`config.mk`:
```
export PLATFORM = sky130hd
export DESIGN_NAME = daily_group_averager_core
export DESIGN_NICKNAME = d
export VERILOG_FILES = /design/src/hw/rtl/dga_pkg.sv /design/src/hw/rtl/dga_ctrl.sv /design/src/hw/rtl/dga_datapath.sv /design/src/hw/rtl/daily_group_averager_core.sv
export SDC_FILE = /design/constraint.sdc
export NUM_CORES = 1
export LEC_CHECK = 0
export BUFFER_PORTS_ARGS = -buffer_cell sky130_fd_sc_hd__buf_2
export CORE_UTILIZATION = 55
export CTS_CLUSTER_DIAMETER = 30
export DETAILED_ROUTE_END_ITERATION = 7
export MAX_ROUTING_LAYER = met4
export PLACE_DENSITY_LB_ADDON = 0.3
export SYNTH_ARGS = -nofsm -noshare
export SYNTH_HDL_FRONTEND = slang
export SYNTH_SLANG_ARGS = --single-unit
```
`constraint.sdc`:
```
create_clock -name clk -period 4.2 [get_ports clk]
set_input_delay 0.42 -clock clk [delete_from_list [all_inputs] [get_ports clk]]
set_output_delay 0.42 -clock clk [all_outputs]
set_load 0.01 [all_outputs]
```
`src/hw/rtl/dga_pkg.sv`:
```
// ----------------------------------------------------------------------------
// dga_pkg
// Shared types for the daily group averager: controller states and the
// command and status bundles between controller and datapath.
// ----------------------------------------------------------------------------
`default_nettype none

package dga_pkg;

    typedef enum logic [2:0] {
        ST_IDLE,
        ST_EVAL,
        ST_FLUSH,
        ST_DIV,
        ST_PUSH
    } state_t;

    typedef struct packed {
        logic capture;     // latch the accepted input item
        logic load_close;  // close the open run, start a new one with the item
        logic accumulate;  // add the item to the open run or open a run
        logic load_final;  // close the run for the final flush
        logic div_step;    // one quotient bit
        logic push;        // move the finished result to the output register
    } cmd_t;

    typedef struct packed {
        logic close_hit;   // item day differs from the open run's day
        logic item_final;  // latched item is the last of the stream
        logic flush_pend;  // a final flush still follows the current result
        logic div_last;    // divider is on its last step
        logic out_free;    // output register can take a result this cycle
    } status_t;

endpackage

`default_nettype wire

```
`src/hw/rtl/dga_ctrl.sv`:
```
// ----------------------------------------------------------------------------
// dga_ctrl
// Controller: sequences capture, run update, division and result transfer.
// ----------------------------------------------------------------------------
`default_nettype none

module dga_ctrl
(
    input  wire logic             clk,
    input  wire logic             rst_n,
    input  wire logic             in_valid,
    output logic                  in_ready,
    input  wire dga_pkg::status_t status,
    output dga_pkg::cmd_t         cmd
);

    dga_pkg::state_t state_reg;
    dga_pkg::state_t state_next;

    always_ff @(posedge clk or negedge rst_n)
    begin
        if (!rst_n)
        begin
            state_reg <= dga_pkg::ST_IDLE;
        end
        else
        begin
            state_reg <= state_next;
        end
    end

    always_comb
    begin
        state_next = state_reg;
        unique case (state_reg)
            dga_pkg::ST_IDLE:
            begin
                if (in_valid)
                begin
                    state_next = dga_pkg::ST_EVAL;
                end
            end
            dga_pkg::ST_EVAL:
            begin
                if (status.close_hit)
                begin
                    state_next = dga_pkg::ST_DIV;
                end
                else if (status.item_final)
                begin
                    state_next = dga_pkg::ST_FLUSH;
                end
                else
                begin
                    state_next = dga_pkg::ST_IDLE;
                end
            end
            dga_pkg::ST_FLUSH:
            begin
                state_next = dga_pkg::ST_DIV;
            end
            dga_pkg::ST_DIV:
            begin
                if (status.div_last)
                begin
                    state_next = dga_pkg::ST_PUSH;
                end
            end
            dga_pkg::ST_PUSH:
            begin
                if (status.out_free)
                begin
                    state_next = status.flush_pend ? dga_pkg::ST_FLUSH : dga_pkg::ST_IDLE;
                end
            end
            default:
            begin
                state_next = dga_pkg::ST_IDLE;
            end
        endcase
    end

    always_comb
    begin
        cmd      = '0;
        in_ready = 1'b0;
        unique case (state_reg)
            dga_pkg::ST_IDLE:
            begin
                in_ready    = 1'b1;
                cmd.capture = in_valid;
            end
            dga_pkg::ST_EVAL:
            begin
                cmd.load_close = status.close_hit;
                cmd.accumulate = !status.close_hit;
            end
            dga_pkg::ST_FLUSH:
            begin
                cmd.load_final = 1'b1;
            end
            dga_pkg::ST_DIV:
            begin
                cmd.div_step = 1'b1;
            end
            dga_pkg::ST_PUSH:
            begin
                cmd.push = status.out_free;
            end
            default:
            begin
                cmd = '0;
            end
        endcase
    end

endmodule

`default_nettype wire

```
`src/hw/rtl/dga_datapath.sv`:
```
// ----------------------------------------------------------------------------
// dga_datapath
// Run accumulator, date tracking, restoring divider and output register.
// ----------------------------------------------------------------------------
`default_nettype none

module dga_datapath
#(
    parameter int SAMPLE_BITS = 16,
    parameter int COUNT_BITS  = 16,
    parameter int DATA_W      = 40
)
(
    input  wire logic                    clk,
    input  wire logic                    rst_n,
    input  wire dga_pkg::cmd_t           cmd,
    output dga_pkg::status_t             status,
    input  wire logic [DATA_W-1:0]       in_data,
    input  wire logic                    in_last,
    output logic                         out_valid,
    input  wire logic                    out_ready,
    output logic [DATA_W-1:0]            out_data,
    output logic                         out_last
);

    localparam int SUM_BITS = SAMPLE_BITS + COUNT_BITS;
    localparam int CNT_W    = $clog2(SUM_BITS);
    localparam int DAY_LO   = SAMPLE_BITS;
    localparam int MON_LO   = SAMPLE_BITS + 5;
    localparam int YEAR_LO  = SAMPLE_BITS + 9;

    // latched input item
    logic signed [SAMPLE_BITS-1:0] item_sample_reg;
    logic [4:0]                    item_day_reg;
    logic [3:0]                    item_month_reg;
    logic [11:0]                   item_year_reg;
    logic                          item_final_reg;

    // run state
    logic signed [SUM_BITS-1:0]    run_sum_reg;
    logic [COUNT_BITS-1:0]         run_count_reg;
    logic [4:0]                    prev_day_reg;
    logic [3:0]                    prev_month_reg;
    logic [11:0]                   prev_year_reg;
    logic                          run_open_reg;
    logic                          flush_pend_reg;

    // divider
    logic [SUM_BITS-1:0]           dvd_reg;
    logic [COUNT_BITS-1:0]         rem_reg;
    logic [COUNT_BITS-1:0]         dvs_reg;
    logic                          neg_reg;
    logic [CNT_W-1:0]              div_cnt_reg;

    // result date held during division
    logic [4:0]                    res_day_reg;
    logic [3:0]                    res_month_reg;
    logic [11:0]                   res_year_reg;
    logic                          res_end_reg;

    // output register
    logic                          out_valid_reg;
    logic [SAMPLE_BITS-1:0]        out_avg_reg;
    logic [4:0]                    out_day_reg;
    logic [3:0]                    out_month_reg;
    logic [11:0]                   out_year_reg;
    logic                          out_last_reg;

    logic signed [SUM_BITS-1:0]    sample_ext;
    logic [SUM_BITS-1:0]           sum_mag;
    logic [COUNT_BITS:0]           rem_shift;
    logic [COUNT_BITS:0]           rem_diff;
    logic                          rem_ge;
    logic [SAMPLE_BITS-1:0]        quot_lo;
    logic [SAMPLE_BITS-1:0]        avg_next;
    logic                          count_full;
    logic                          load_div;

    assign sample_ext = SUM_BITS'(item_sample_reg);
    assign sum_mag    = run_sum_reg[SUM_BITS-1] ? SUM_BITS'(-run_sum_reg)
                                                : SUM_BITS'(run_sum_reg);
    assign rem_shift  = {rem_reg, dvd_reg[SUM_BITS-1]};
    assign rem_diff   = rem_shift - {1'b0, dvs_reg};
    assign rem_ge     = rem_shift >= {1'b0, dvs_reg};
    assign quot_lo    = dvd_reg[SAMPLE_BITS-1:0];
    assign avg_next   = neg_reg ? SAMPLE_BITS'(-quot_lo) : quot_lo;
    assign count_full = &run_count_reg;
    assign load_div   = cmd.load_close || cmd.load_final;

    assign status.close_hit  = run_open_reg && (item_day_reg != prev_day_reg);
    assign status.item_final = item_final_reg;
    assign status.flush_pend = flush_pend_reg;
    assign status.div_last   = div_cnt_reg == '0;
    assign status.out_free   = !out_valid_reg || out_ready;

    always_ff @(posedge clk)
    begin
        if (cmd.capture)
        begin
            item_sample_reg <= in_data[SAMPLE_BITS-1:0];
            item_day_reg    <= in_data[DAY_LO +: 5];
            item_month_reg  <= in_data[MON_LO +: 4];
            item_year_reg   <= in_data[YEAR_LO +: 12];
            item_final_reg  <= in_last;
        end
    end

    always_ff @(posedge clk or negedge rst_n)
    begin
        if (!rst_n)
        begin
            run_sum_reg    <= '0;
            run_count_reg  <= '0;
            prev_day_reg   <= '0;
            prev_month_reg <= '0;
            prev_year_reg  <= '0;
            run_open_reg   <= 1'b0;
            flush_pend_reg <= 1'b0;
        end
        else
        begin
            if (cmd.load_close || (cmd.accumulate && !run_open_reg))
            begin
                run_sum_reg   <= sample_ext;
                run_count_reg <= COUNT_BITS'(1);
                run_open_reg  <= 1'b1;
            end
            else if (cmd.accumulate && !count_full)
            begin
                run_sum_reg   <= run_sum_reg + sample_ext;
                run_count_reg <= run_count_reg + COUNT_BITS'(1);
            end
            else if (cmd.load_final)
            begin
                run_sum_reg   <= '0;
                run_count_reg <= '0;
                run_open_reg  <= 1'b0;
            end

            if (cmd.load_close || cmd.accumulate)
            begin
                prev_day_reg   <= item_day_reg;
                prev_month_reg <= item_month_reg;
                prev_year_reg  <= item_year_reg;
            end

            if (cmd.load_close)
            begin
                flush_pend_reg <= item_final_reg;
            end
            else if (cmd.load_final)
            begin
                flush_pend_reg <= 1'b0;
            end
        end
    end

    // restoring division of the sum magnitude by the count, one bit a cycle
    always_ff @(posedge clk)
    begin
        if (load_div)
        begin
            dvd_reg       <= sum_mag;
            rem_reg       <= '0;
            dvs_reg       <= run_count_reg;
            neg_reg       <= run_sum_reg[SUM_BITS-1];
            div_cnt_reg   <= CNT_W'(SUM_BITS - 1);
            res_day_reg   <= prev_day_reg;
            res_month_reg <= prev_month_reg;
            res_year_reg  <= prev_year_reg;
            res_end_reg   <= cmd.load_final || !item_final_reg;
        end
        else if (cmd.div_step)
        begin
            dvd_reg     <= {dvd_reg[SUM_BITS-2:0], rem_ge};
            rem_reg     <= rem_ge ? rem_diff[COUNT_BITS-1:0] : rem_shift[COUNT_BITS-1:0];
            div_cnt_reg <= div_cnt_reg - CNT_W'(1);
        end
    end

    always_ff @(posedge clk or negedge rst_n)
    begin
        if (!rst_n)
        begin
            out_valid_reg <= 1'b0;
        end
        else if (cmd.push)
        begin
            out_valid_reg <= 1'b1;
        end
        else if (out_ready)
        begin
            out_valid_reg <= 1'b0;
        end
    end

    always_ff @(posedge clk)
    begin
        if (cmd.push)
        begin
            out_avg_reg   <= avg_next;
            out_day_reg   <= res_day_reg;
            out_month_reg <= res_month_reg;
            out_year_reg  <= res_year_reg;
            out_last_reg  <= res_end_reg;
        end
    end

    assign out_valid = out_valid_reg;
    assign out_data  = DATA_W'({out_year_reg, out_month_reg, out_day_reg, out_avg_reg});
    assign out_last  = out_last_reg;

    a_push_free: assert property (@(posedge clk) disable iff (!rst_n)
        cmd.push |-> (!out_valid_reg || out_ready))
        else $error("result pushed over a pending transfer");

    a_close_open: assert property (@(posedge clk) disable iff (!rst_n)
        cmd.load_close |-> run_open_reg)
        else $error("run closed while none was open");

    a_open_count: assert property (@(posedge clk) disable iff (!rst_n)
        run_open_reg |-> (run_count_reg != '0))
        else $error("open run with zero count");

    a_final_clears: assert property (@(posedge clk) disable iff (!rst_n)
        cmd.load_final |=> (!run_open_reg && !flush_pend_reg))
        else $error("final flush left a run open");

endmodule

`default_nettype wire

```
`src/hw/rtl/daily_group_averager_core.sv`:
```
// ----------------------------------------------------------------------------
// daily_group_averager_core
// Averages runs of consecutive samples sharing a day number; emits the
// truncated mean with the run's date when the day changes or on tlast.
// ----------------------------------------------------------------------------
// A result passes through EVAL (and FLUSH for a final run), the bit-serial
// divider (one quotient bit per cycle) and PUSH into the output register.
// s_axis_tready is high only in idle, so no new sample is taken while a result
// is computed or waits for the output register to free.
// Reset (rst_n low, asynchronous) clears the open run, its count and its date.
`default_nettype none

module daily_group_averager_core
#(
    parameter int SAMPLE_BITS = 16,
    parameter int COUNT_BITS  = 16
)
(
    input  wire logic clk,
    input  wire logic rst_n,
    input  wire logic s_axis_tvalid,
    output logic      s_axis_tready,
    // sample, day_of_month[5], month_number[4], year_number[12], zero pad
    input  wire logic [((SAMPLE_BITS + 21 + 7) / 8) * 8 - 1:0] s_axis_tdata,
    input  wire logic s_axis_tlast,   // final_sample
    output logic      m_axis_tvalid,
    input  wire logic m_axis_tready,
    // average, avg_day[5], avg_month[4], avg_year[12], zero pad
    output logic [((SAMPLE_BITS + 21 + 7) / 8) * 8 - 1:0] m_axis_tdata,
    output logic      m_axis_tlast    // run_end
);

    localparam int DATA_W = ((SAMPLE_BITS + 21 + 7) / 8) * 8;

    dga_pkg::cmd_t    cmd;
    dga_pkg::status_t status;

    dga_ctrl u_ctrl
    (
        .clk      (clk),
        .rst_n    (rst_n),
        .in_valid (s_axis_tvalid),
        .in_ready (s_axis_tready),
        .status   (status),
        .cmd      (cmd)
    );

    dga_datapath
    #(
        .SAMPLE_BITS (SAMPLE_BITS),
        .COUNT_BITS  (COUNT_BITS),
        .DATA_W      (DATA_W)
    )
    u_datapath
    (
        .clk       (clk),
        .rst_n     (rst_n),
        .cmd       (cmd),
        .status    (status),
        .in_data   (s_axis_tdata),
        .in_last   (s_axis_tlast),
        .out_valid (m_axis_tvalid),
        .out_ready (m_axis_tready),
        .out_data  (m_axis_tdata),
        .out_last  (m_axis_tlast)
    );

endmodule

`default_nettype wire
```
# == Yosys cells after proc, flatten, opt, wreduce, memory -nomap -nowiden ==
# Index checks and enable logic that the tools add are counted.
# classes
n_addsub,6
multipliers,0
div_mod_pow,0
order_cmp,1
eq_ne,9
shifts,0
muxes,30
bitwise_logic,0
n_reduce_logical,23
# op_table
cell,count
two-way mux 32 bit,6
two-way mux 16 bit,5
adder 32 x 16 -> 32 bit,1
negator 32 bit,1
>= comparator 17 x 16 -> 1 bit,1
adder 16 x 1 -> 16 bit (second input constant),1
negator 16 bit,1
AND reduction 16 bit,1
subtractor 16 bit,1
case mux 3 bit (5 select lines),1
two-way mux 3 bit,4
two-way mux 1 bit,11
nonzero test 2 bit,4
== test 3 x 2 -> 1 bit (second input constant),2
two-way mux 2 bit,3
logical NOT 1 bit,5
logical NOT 5 bit,1
logical OR 1 bit,5
!= test 5 bit,1
subtractor 5 x 1 -> 5 bit (second input constant),1
!= test 2 x 1 -> 1 bit (second input constant),2
!= test 2 bit (second input constant),2
== test 3 x 1 -> 1 bit (second input constant),1
== test 3 bit (second input constant),1
other kinds (5),7
# word_totals
register_bits,243
latch_bits,0
mem_bits_rw,0
rom_bits,0
inputBits,45
mem_count,0

# == Longest topological paths before layout ==
# Gate-level depths: netlist of run 1.
# depth
word_depth,8
mapped_depth,12

# == Modules after synthesis ==
# A second synthesis of run 1 with hierarchy kept.
# hier_totals
cells_unflattened,1141
area_unflattened_um2,12547.0
# by_module_without_submodules
mod,instances,cells_per_inst,area_per_inst_um2,seq_area_each_um2
dga_datapath,1,1116,12333.1,6636.4
dga_ctrl,1,25,214.0,75.1

# == Least setup slack after synthesis of run 1 ==
# No wires, ideal clock.
# synth_timing
kind,reg-to-reg
from,reg u_ctrl.state_reg[1]
to,reg u_datapath.dvd_reg[20] (data pin)
t_arrival_ps,2845
t_required_ps,3872
slack_ps,1027
stages_incl_launch_ff,7
path_cell_list,dfrtp_1 -> clkbuf_1 -> nor3_1 -> a21oi_1 -> inv_2 -> clkbuf_1 -> a21oi_1
# synth_via
elab_chain_cells,4
# synth_lines
element,line,source
start: declaration,dga_ctrl.sv:17,dga_pkg::state_t state_reg;
start signal: assignment,dga_ctrl.sv:24,state_reg <= dga_pkg::ST_IDLE;
start signal: assignment,dga_ctrl.sv:28,state_reg <= state_next;
== test 3 x 1 -> 1 bit / == test 3 x 2 -> 1 bit (equally long branches),dga_ctrl.sv:87,unique case (state_reg)
two-way mux 2 bit / two-way mux 1 bit (equally long branches),dga_ctrl.sv:87,
logical OR 1 bit (*),dga_datapath.sv:88,assign load_div = cmd.load_close || cmd.load_final;
two-way mux 32 bit (*),dga_datapath.sv:161,if (load_div)
end signal: assignment,dga_datapath.sv:163,dvd_reg <= sum_mag;
end signal: assignment,dga_datapath.sv:175,"dvd_reg <= {dvd_reg[SUM_BITS-2:0], rem_ge};"
end: declaration,dga_datapath.sv:49,logic [SUM_BITS-1:0] dvd_reg;
# Mark *: on every way between the ends. The rest lies on a longest branch, timed or not.
# A chain may end at the register's enable or synchronous reset.

# == Worst setup path in the final report of run 1 ==
# layout_timing
from,reg u_datapath.run_sum_reg[8]
to,reg u_datapath.dvd_reg[28] (data pin)
# layout_via
elab_chain_cells,3
# layout_lines
element,line,source
start: declaration,dga_datapath.sv:40,logic signed [SUM_BITS-1:0] run_sum_reg;
start signal: assignment,dga_datapath.sv:124,run_sum_reg <= sample_ext;
start signal: assignment,dga_datapath.sv:130,run_sum_reg <= run_sum_reg + sample_ext;
negator 32 bit,dga_datapath.sv:80,assign sum_mag = run_sum_reg[SUM_BITS-1] ? SUM_BITS'(-run_sum_reg)
two-way mux 32 bit,dga_datapath.sv:80,
two-way mux 32 bit,dga_datapath.sv:161,
# No other way between the ends.

==> results of run 1 <==
-- logic make-up (layout without fill, tap and decap cells) --
kind of cell | count (synthesis) | count (layout)
AO/OA/AOI/OAI | 311 | 311
AND/OR/NAND/NOR | 273 | 273
flip-flops | 243 | 243
XOR/XNOR | 90 | 90
buffers and inverters | 84 | 211
adder cells (fa/ha/maj) | 53 | 53
multiplexers | 41 | 41
other | 1 | 3
-- cell usage in the layout (no fill, tap or decap), types with 15 or more instances in the layout --
master | synthesis | final
dfrtp_1 | 75 | 75
ha_1 | 51 | 51
xnor2_1 | 42 | 42
dfxtp_1 | 21 | 21
xor2_1 | 48 | 48
buf_2 | 1 | 80
clkbuf_16 | 0 | 43
inv_1 | 42 | 42
nand3_1 | 19 | 19
nor2_1 | 66 | 65
o31ai_1 | 15 | 15
mux2_2 | 25 | 25
nand2_1 | 89 | 89
a21oi_1 | 99 | 98
a21o_1 | 26 | 26
mux2i_1 | 16 | 16
edfxtp_1 | 147 | 147
o21ai_0 | 102 | 102
-- how the worst max path moves through the flow --
stage / startpoint / end / slack, ns / cells past startpoint
floorplan: u_ctrl.state_reg[1]$_DFFE_PN0P_ / u_datapath.dvd_reg[20]$_DFFE_PP_ / 1.03 / 6
CTS: u_datapath.run_sum_reg[8]$_DFFE_PN0P_ / u_datapath.dvd_reg[28]$_DFFE_PP_ / 0.82 / 9
detailed placement: u_datapath.run_sum_reg[8]$_DFFE_PN0P_ / u_datapath.dvd_reg[28]$_DFFE_PP_ / 0.85 / 9
global route: u_datapath.item_day_reg[0]$_DFFE_PP_ / u_datapath.run_sum_reg[31]$_DFFE_PN0P_ / 0.56 / 9
finish: u_datapath.run_sum_reg[8]$_DFFE_PN0P_ / u_datapath.dvd_reg[28]$_DFFE_PP_ / 0.82 / 9
global placement: u_datapath.run_sum_reg[8]$_DFFE_PN0P_ / u_datapath.dvd_reg[28]$_DFFE_PP_ / 0.89 / 9
-- per-layer routing --
layer  vias to the layer above  global-route usage
met4                         0              0.0765
met1                      4118               0.299
met2                       191               0.386
met3                        45              0.0346
met5                         -                   -
li1                       4252                   -
-- metrics by stage --
stage                      util  hold WS, ns  area (µm²)  std cells  setup WS, ns
after floorplan               -        0.124       12200       1098          1.03
final                     0.660       0.0723       14400       1505         0.821
after global routing      0.660       0.0595       14400       1505         0.562
after detailed placement  0.594        0.405       12900       1429         0.849
after CTS                 0.660       0.0521       14400       1505         0.820
after global placement    0.594        0.400       12900       1429         0.889
-- Yosys cell counts, types with 4 or more instances --
library cell  count  area [µm²]
nor2_1           66         248
o31ai_1          15         113
o41ai_1           6        52.6
mux2i_1          16         160
a221oi_1          6        52.6
nand3_1          19        95.1
nor2b_1          10        62.6
a22oi_1           7        52.6
dfxtp_1          21         420
and2_1            5        31.3
a31oi_1           4        25.0
or3_1             5        31.3
nor3b_1           4        30.0
nand4_1          11        68.8
a211oi_1          7        52.6
dfrtp_1          75        1880
xor2_1           48         420
o21a_1            7        52.6
or4_1             4        30.0
xnor2_1          42         368
inv_1            42         158
nor3_1           13        65.1
nand2_1          89         334
or4_4             6        67.6
ha_1             51         638
a21o_1           26         195
and3_1           11        68.8
or2_2             4        25.0
a21oi_1          99         495
mux2_2           25         282
o21ai_0         102         510
clkbuf_1         34         128
edfxtp_1        147        4410
nand2b_1         12        75.1
-- cell type report --
class	instances	area share
Clock buffer	51	0.0791
Clock inverter	25	0.0207
Inverter	43	0.0112
Multi-Input combinational cell	771	0.361
Sequential cell	243	0.468
Tap cell	280	0.0244
Timing Repair Buffer	92	0.0359
-- power groups by stage --
stage                     clock network, W  registers (W)  logic, W
final                              0.00340        0.00449   0.00522
after global routing               0.00356        0.00460   0.00587
after CTS                          0.00345        0.00448   0.00524
after detailed placement                 0        0.00451   0.00518
after global placement                   0        0.00445   0.00506
after floorplan                          0        0.00430   0.00412
-- critical path, stage by stage, from the launching register on --
cell	delay, ns
dfrtp_1	0.44
or4_4	0.58
nor2_4	0.14
nand4_1	0.15
or4_4	0.47
or3_1	0.38
or4_4	0.46
o31ai_4	0.19
xor2_1	0.16
a21oi_1	0.08
==> impl_metrics.toml, run 1 <==
[layout]
drive_above_1_share = 0.172
antenna_cells = 0
multiInputGateArea_um2 = 5180
nFillCells = 1678
seqCellArea_um2 = 6710
finalNetCount = 1290
synthToLayoutAreaGrowth_pct = 17.7

[critical_path]
reg2reg_to = "u_datapath.dvd_reg[28]$_DFFE_PP_"
reg2reg_depth = 9
regToRegStartpoint = "u_datapath.run_sum_reg[8]$_DFFE_PN0P_"
critPathKind = "reg2reg"
cp-start-kind = "flop"
end_kind = "flop"
cp_max_fo = 4
crit_required_ns = 4.40
r2r_slack_ns = 0.82
critical_path_arrival_ns = 3.58

[detailed_routing]
drtIter0Drc = 402
viasPerCell = 5.72
postRouteAntennaNets = 0
first_pass_iters = 5
vias = 8606
drt_wl_total_um = 24700
met3_length_um = 1050
met2WireLength_um = 12000
post_drt_wl_per_cell_um = 16.4
wl_met1_um = 11100
drc = 0
routed.top_layer = "met4"

[floorplanning]
row_count = 54
io_pins = 88
initial_core_util = 0.560
core-area_um2 = 21800
die_h_um = 151
die_area_um2 = 22800
die_x_um = 151

[clocking]
hold_buffers = 0
insertion_delay_ns = 0.52
clkTransAtPathRegs_ns = 0.05
post_cts_resized = 0
cts-root-buf = "clkbuf_16"
h-tree-depth = 2
clock_sinks = 243
numCtsBuffers = 41
cts_tree = "yes"
cts_setup_buffers = 0
clockBufferDepth = 3

[timing]
report.final.hold_viol_count = 0
max_slew_margin = 0.209
finalSetupTns_ns = 0
fin_skew_ns = 0.0191
min_period_ns = 3.38
rsz0062_at_grt = "no"
setup_violations = 0
fin_crit_sh = 0.804
max_freq_mhz = 296
worst_pin_slew_ns = 1.19
slew_viol_final = 0

[pwr]
p_leak_nw = 5.99
combPwrFrac = 0.398
power_switching_w = 0.00489
clkPwrFrac = 0.259
report.power.total_w = 0.0131
pwr-share-seq = 0.343
internal_power_w = 0.00822
sw_frac_of_total = 0.373
worst_ir_drop_vdd_mv = 0.578
p_per_area_nw_per_um2 = 914

[logic_synthesis]
ys_ff_latch = 243
synth_cell_types = 70
async_flop_share = 0.309
netlist_area_um2 = 12200
synth-xor-area-share = 0.0646
syn_inst = 1096
synthMuxAreaShare = 0.0362
yosysWarnings = 0
post_synth.cell_area_avg_um2 = 11.1
synth_edf_count = 147
synthSimpleGateAreaFrac = 0.111
synth_compound_area_frac = 0.155
ys_seq_area_frac = 0.550
synth_ff_type = "edfxtp_1"
synth_top_family_by_area = "compound AO/OA/AOI/OAI gates"
synth_fa_ha_area_frac = 0.0556

[global_route]
globalRouteOverflowTotal = 0
grt_max_degree = 76
grt_pass1_vias = 8440
antenna_found_initial = 0
grt.total_usage = 0.234
grt_pass1_wl_um = 41000

[placement]
port_buffers = 81
hpwl_um = 16400
finalWeightedCongestion = 0.883

[flow_run]
timing.max_cap.violations = 0

[hold_path]
hold_path.class = "in2reg"
hold_start = "s_axis_tdata[25]"
whs_path_depth = 1
min_to = "u_datapath.item_year_reg[0]$_DFFE_PP_"

[status]
status = "completed"
No activity file was read; power rests on OpenSTA's default activity.
==> run 2, diff against run 1 <==
==> constraint.sdc (replaced) <==
create_clock -name clk -period 3.4 [get_ports clk]
set_input_delay 0.34 -clock clk [delete_from_list [all_inputs] [get_ports clk]]
set_output_delay 0.34 -clock clk [all_outputs]
set_load 0.01 [all_outputs]
==> run 2 against run 1 <==
Compared with the run above: sequential power increased by 23%; clock skew increased by 0.0095 ns; maximum frequency increased by 2.7%; critical path type unchanged; highest routed layer unchanged.
==> impl_metrics.toml, run 2 (same netlist as run 1, synthesis figures left out) <==
[status]
status = "completed"

[detailed_routing]
postRouteAntennaNets = 0
post_drt_wl_per_cell_um = 17.1
drtIter0Drc = 559
viasPerCell = 5.76
vias = 9033
drt_wl_total_um = 26800
drc = 0
first_pass_iters = 7

[global_route]
grt_max_degree = 67
grt_pass1_vias = 8955
globalRouteOverflowTotal = 0
antenna_found_initial = 1
grt_pass1_wl_um = 43500
grt.total_usage = 0.249

[timing]
min_period_ns = 3.29
setup_violations = 0
fin_skew_ns = 0.0285
finalSetupTns_ns = 0
fin_hold_ws_ns = 0.0153
report.final.hold_viol_count = 0
worst_pin_slew_ns = 1.08
slew_viol_final = 0
max_slew_margin = 0.280
max_freq_mhz = 304
rsz0062_at_grt = "no"
fin_crit_sh = 0.968

[clocking]
cts_tree = "yes"
clkTransAtPathRegs_ns = 0.05
clock_sinks = 243
cts-root-buf = "clkbuf_16"
h-tree-depth = 2
clockBufferDepth = 3
numCtsBuffers = 44
insertion_delay_ns = 0.53
cts_setup_buffers = 0

[layout]
seqCellArea_um2 = 6710
final_core_util = 0.683
layout_common_cells = "147 x edfxtp_1, 102 x o21ai_0, 98 x a21oi_1, 89 x nand2_1, 80 x buf_2"
multiInputGateArea_um2 = 5190
finalNetCount = 1349
drive_above_1_share = 0.180
nFillCells = 1549
layout_commonest_cell = "edfxtp_1"
synthToLayoutAreaGrowth_pct = 21.8

[floorplanning]
initial_core_util = 0.560
die_h_um = 151
die_x_um = 151
die_area_um2 = 22800
io_pins = 88
row_count = 54
core-area_um2 = 21800

[placement]
port_buffers = 81
finalWeightedCongestion = 0.904
hpwl_um = 17400

[pwr]
p_per_area_nw_per_um2 = 1100
worst_ir_drop_vdd_mv = 0.595
p_leak_nw = 6.21

[hold_path]
hold_path.class = "in2reg"

[critical_path]
crit_required_ns = 3.63
cp_max_fo = 4
critical_path_arrival_ns = 3.52
cp-start-kind = "flop"
critPathKind = "reg2reg"
end_kind = "flop"
r2r_slack_ns = 0.11

[flow_run]
timing.max_cap.violations = 0
## run 2: where the power goes
| group | switching [W] | internal (W) | total (W) |
|---|---|---|---|
| Clock | 0.00152 | 0.00256 | 0.00408 |
| Combinational | 0.00392 | 0.00284 | 0.00676 |
| Sequential | 0.000827 | 0.00470 | 0.00553 |
| Total | 0.00626 | 0.0101 | 0.0164 |
## run 2: area by class of cell
cell class | instances | area share
flip-flops and latches | 243 | 0.452
clock inverters | 26 | 0.0161
repair buffers | 148 | 0.0693
clock buffers | 55 | 0.0789
diodes | 1 | 0.000168
well taps | 280 | 0.0236
multi-input cells | 771 | 0.349
inverters | 43 | 0.0109
## run 2: path summary, 6_finish.rpt
path                                                       start                                       to  cells past startpoint
setup / recovery           u_datapath.run_sum_reg[7]$_DFFE_PN0P_         u_datapath.dvd_reg[28]$_DFFE_PP_                      9
hold / removal                                  s_axis_tdata[25]    u_datapath.item_year_reg[0]$_DFFE_PP_                      1
setup reg to reg           u_datapath.run_sum_reg[7]$_DFFE_PN0P_         u_datapath.dvd_reg[28]$_DFFE_PP_                      9
hold reg to reg             u_datapath.res_year_reg[1]$_DFFE_PN_     u_datapath.out_year_reg[1]$_DFFE_PP_                      0
max in group asynchronous                                  rst_n   u_datapath.run_sum_reg[23]$_DFFE_PN0P_                      3
min in group asynchronous                                  rst_n  u_datapath.prev_year_reg[1]$_DFFE_PN0P_                      2
## run 2: critical path: stages (launching register included)
cell and delay (ns):
dfrtp_1 0.42, or4_4 0.55, nor2_4 0.14, nand4_1 0.14, or4_4 0.46, or3_1 0.38, or4_4 0.47, o31ai_4 0.20
xor2_1 0.16, a21oi_1 0.08
## run 2: what timing repair did
item / 4_1_cts / 5_1_grt
hold buffers: 36 / 1
endpoints found under the hold margin: 36 / 1
endpoints found under the setup margin: 0 / 1
resized for setup: 0 / 1
## run 2: stage by stage
| step | total power (W) | worst slack (ns) | instances | area [µm²] |
|---|---|---|---|---|
| finish | 0.0164 | 0.109 | 1567 | 14900 |
| global route | 0.0175 | 0.00594 | 1567 | 14900 |
| CTS | 0.0163 | 0.107 | 1565 | 14800 |
| detailed placement | 0.0122 | 0.106 | 1448 | 13100 |
| global placement | 0.0119 | 0.152 | 1448 | 13100 |
| floorplan | 0.0104 | 0.227 | 1098 | 12200 |
## run 2: metal layers
| layer | up-vias | GRT usage | share of wire | wire length, µm |
|---|---|---|---|---|
| met2 | 282 | 0.421 | 0.49 | 13000 |
| li1 | 4359 | - | - | - |
| met4 | 0 | 0.0845 | 0.025 | 663 |
| met5 | - | - | 0 | 0 |
| met3 | 59 | 0.0352 | 0.054 | 1450 |
| met1 | 4333 | 0.308 | 0.44 | 11700 |
==> run 3, diff against run 2 <==
--- a/config.mk
+++ b/config.mk
@@ -11,6 +11,7 @@
 export DETAILED_ROUTE_END_ITERATION = 7
 export MAX_ROUTING_LAYER = met4
 export PLACE_DENSITY_LB_ADDON = 0.3
+export RECOVER_POWER = 25
 export SYNTH_ARGS = -nofsm -noshare
 export SYNTH_HDL_FRONTEND = slang
 export SYNTH_SLANG_ARGS = --single-unit
==> constraint.sdc (replaced) <==
create_clock -name clk -period 2.9 [get_ports clk]
set_input_delay 0.29 -clock clk [delete_from_list [all_inputs] [get_ports clk]]
set_output_delay 0.29 -clock clk [all_outputs]
set_load 0.01 [all_outputs]
==> run 3 against run 2 <==
Compared with the run above: critical path depth did not move; global-route usage rose by 0.73 points; largest cell class unchanged; critical endpoint unchanged; flip-flop and latch count did not move; the flow now finishes with violations (capacitance limit, slew limit, setup timing).
==> impl_metrics.toml, run 3 (same netlist as run 1, synthesis figures left out) <==
[layout]
layout_commonest_cell = "edfxtp_1"
antenna_cells = 0
nFillCells = 1514
layout_common_cells = "147 x edfxtp_1, 99 x o21ai_0, 96 x a21oi_1, 89 x nand2_1, 74 x dfrtp_1"
synthToLayoutAreaGrowth_pct = 26.6
finalNetCount = 1389
final_cell_area_um2 = 15400
drive_above_1_share = 0.214

[floorplanning]
die_h_um = 151
initial_core_util = 0.560
io_pins = 88
core-area_um2 = 21800
die_area_um2 = 22800
die_x_um = 151
row_count = 54

[timing]
finalSetupTns_ns = -1.29
rsz0062_at_grt = "yes"
fin_hold_ws_ns = 0.0779
report.final.hold_viol_count = 0
min_period_ns = 3.20
max_slew_margin = -0.390
max_freq_mhz = 312
slew_viol_final = 76
fin_skew_ns = 0.0179
setup_violations = 7
worst_pin_slew_ns = 2.09
timing.final.ws_setup_ns = -0.304
fin_crit_sh = 1.10

[detailed_routing]
post_drt_wl_per_cell_um = 17.4
drt_wl_total_um = 28000
postRouteAntennaNets = 0
drtIter0Drc = 485
drc = 0
first_pass_iters = 5
viasPerCell = 5.72
vias = 9186

[pwr]
p_per_area_nw_per_um2 = 1310
worst_ir_drop_vdd_mv = 0.739
p_leak_nw = 6.47
report.power.total_w = 0.0202

[clocking]
cts_tree = "yes"
clockBufferDepth = 3
insertion_delay_ns = 0.54
numCtsBuffers = 44
cts-root-buf = "clkbuf_16"
h-tree-depth = 2
clock_sinks = 243
clkTransAtPathRegs_ns = 0.05

[global_route]
grt_pass1_vias = 8973
grt.total_usage = 0.257
grt_max_degree = 76
globalRouteOverflowTotal = 0
antenna_found_initial = 0
grt_pass1_wl_um = 44300

[critical_path]
cp-start-kind = "flop"
crit_chain = "or4_4 > nor2_4 > nand4_1 > or4_4 > or3_4 > or4_4 > o31ai_4 > xor2_1 > a21oi_1"
critPathKind = "reg2reg"
slowest_delay_ns = 0.55
path_common_cell = "or4_4"
slowest_stage = "or4_4"
crit_required_ns = 3.14
critical_path_arrival_ns = 3.44
end_kind = "flop"
cp_max_fo = 3

[status]
failed_checks = "capacitance limit, slew limit, setup timing"
status = "finished, violations left"

[placement]
port_buffers = 81
finalWeightedCongestion = 0.896
hpwl_um = 17500
placed_cell_area_um2 = 13300

[flow_run]
timing.max_cap.violations = 1

[hold_path]
hold_path.class = "in2reg"
run 3: changes by cell type in the layout (fill, tap and decap cells not counted), sizes merged:
cell	change
bufinv	+4
clkbuf	+14
inv	+1
diode	-1
clkinv	-1
buf	+22
clkinvlp	-1
dlygate4sd3	+2
run 3: cell type report:
class	count	area (µm²)	share of cell area
flip-flops and latches	243	6710	0.435
multi-input cells	771	5360	0.347
repair buffers	188	1340	0.0868
clock buffers	53	1180	0.0762
well taps	280	350	0.0227
clock inverters	29	337	0.0218
inverters	43	161	0.0105
run 3: power breakdown:
group	switching (W)	internal, W	total, W
combinational	0.00491	0.00372	0.00863
sequential	0.000918	0.00551	0.00643
clock	0.00180	0.00338	0.00518
run 3: critical path: cells and delay by family, from the launching register on:
kind,cells,cell delay [ns]
AOI/OAI and AO/OA,2,0.27
and+or+nand+nor,6,2.10
xor gates and xnor gates,1,0.16
DFF,1,0.37
run 3: metrics by stage:
step | util | cells | worst slack (ns)
floorplan | - | 1098 | -0.213
global placement | 0.612 | 1477 | -0.280
detailed placement | 0.612 | 1477 | -0.299
CTS | 0.701 | 1600 | -0.317
global route | 0.710 | 1607 | -0.441
finish | 0.710 | 1607 | -0.304
run 3: layer usage:
metal  vias up  part of all wire  track usage
met4         0             0.026       0.0960
met2       263              0.50        0.427
met1      4407              0.42        0.316
li1       4460                 -            -
met5         -                 0            -
met3        56             0.053       0.0410
run 3: timing repair:
item,4_1_cts,5_1_grt
setup buffers,2,7
endpoints found under the setup margin,19,50
pin swaps,2,9
gates cloned,0,0
endpoints found under the hold margin,54,0
gates resized for setup,6,29
hold buffers,39,0
run 3: final timing paths:
| path | start | cells after the start | slack [ns] | to |
|---|---|---|---|---|
| max | u_datapath.run_sum_reg[8]$_DFFE_PN0P_ | 9 | -0.30 | u_datapath.dvd_reg[28]$_DFFE_PP_ |
| min | m_axis_tready | 3 | 0.08 | u_datapath.out_valid$_DFFE_PN0P_ |
| max reg2reg | u_datapath.run_sum_reg[8]$_DFFE_PN0P_ | 9 | -0.30 | u_datapath.dvd_reg[28]$_DFFE_PP_ |
| min reg2reg | u_datapath.res_month_reg[0]$_DFFE_PN_ | 0 | 0.42 | u_datapath.out_month_reg[0]$_DFFE_PP_ |
| max in group asynchronous | rst_n | 2 | 0.62 | u_datapath.run_sum_reg[0]$_DFFE_PN0P_ |
| min in group asynchronous | rst_n | 2 | 0.91 | u_datapath.run_sum_reg[9]$_DFFE_PN0P_ |
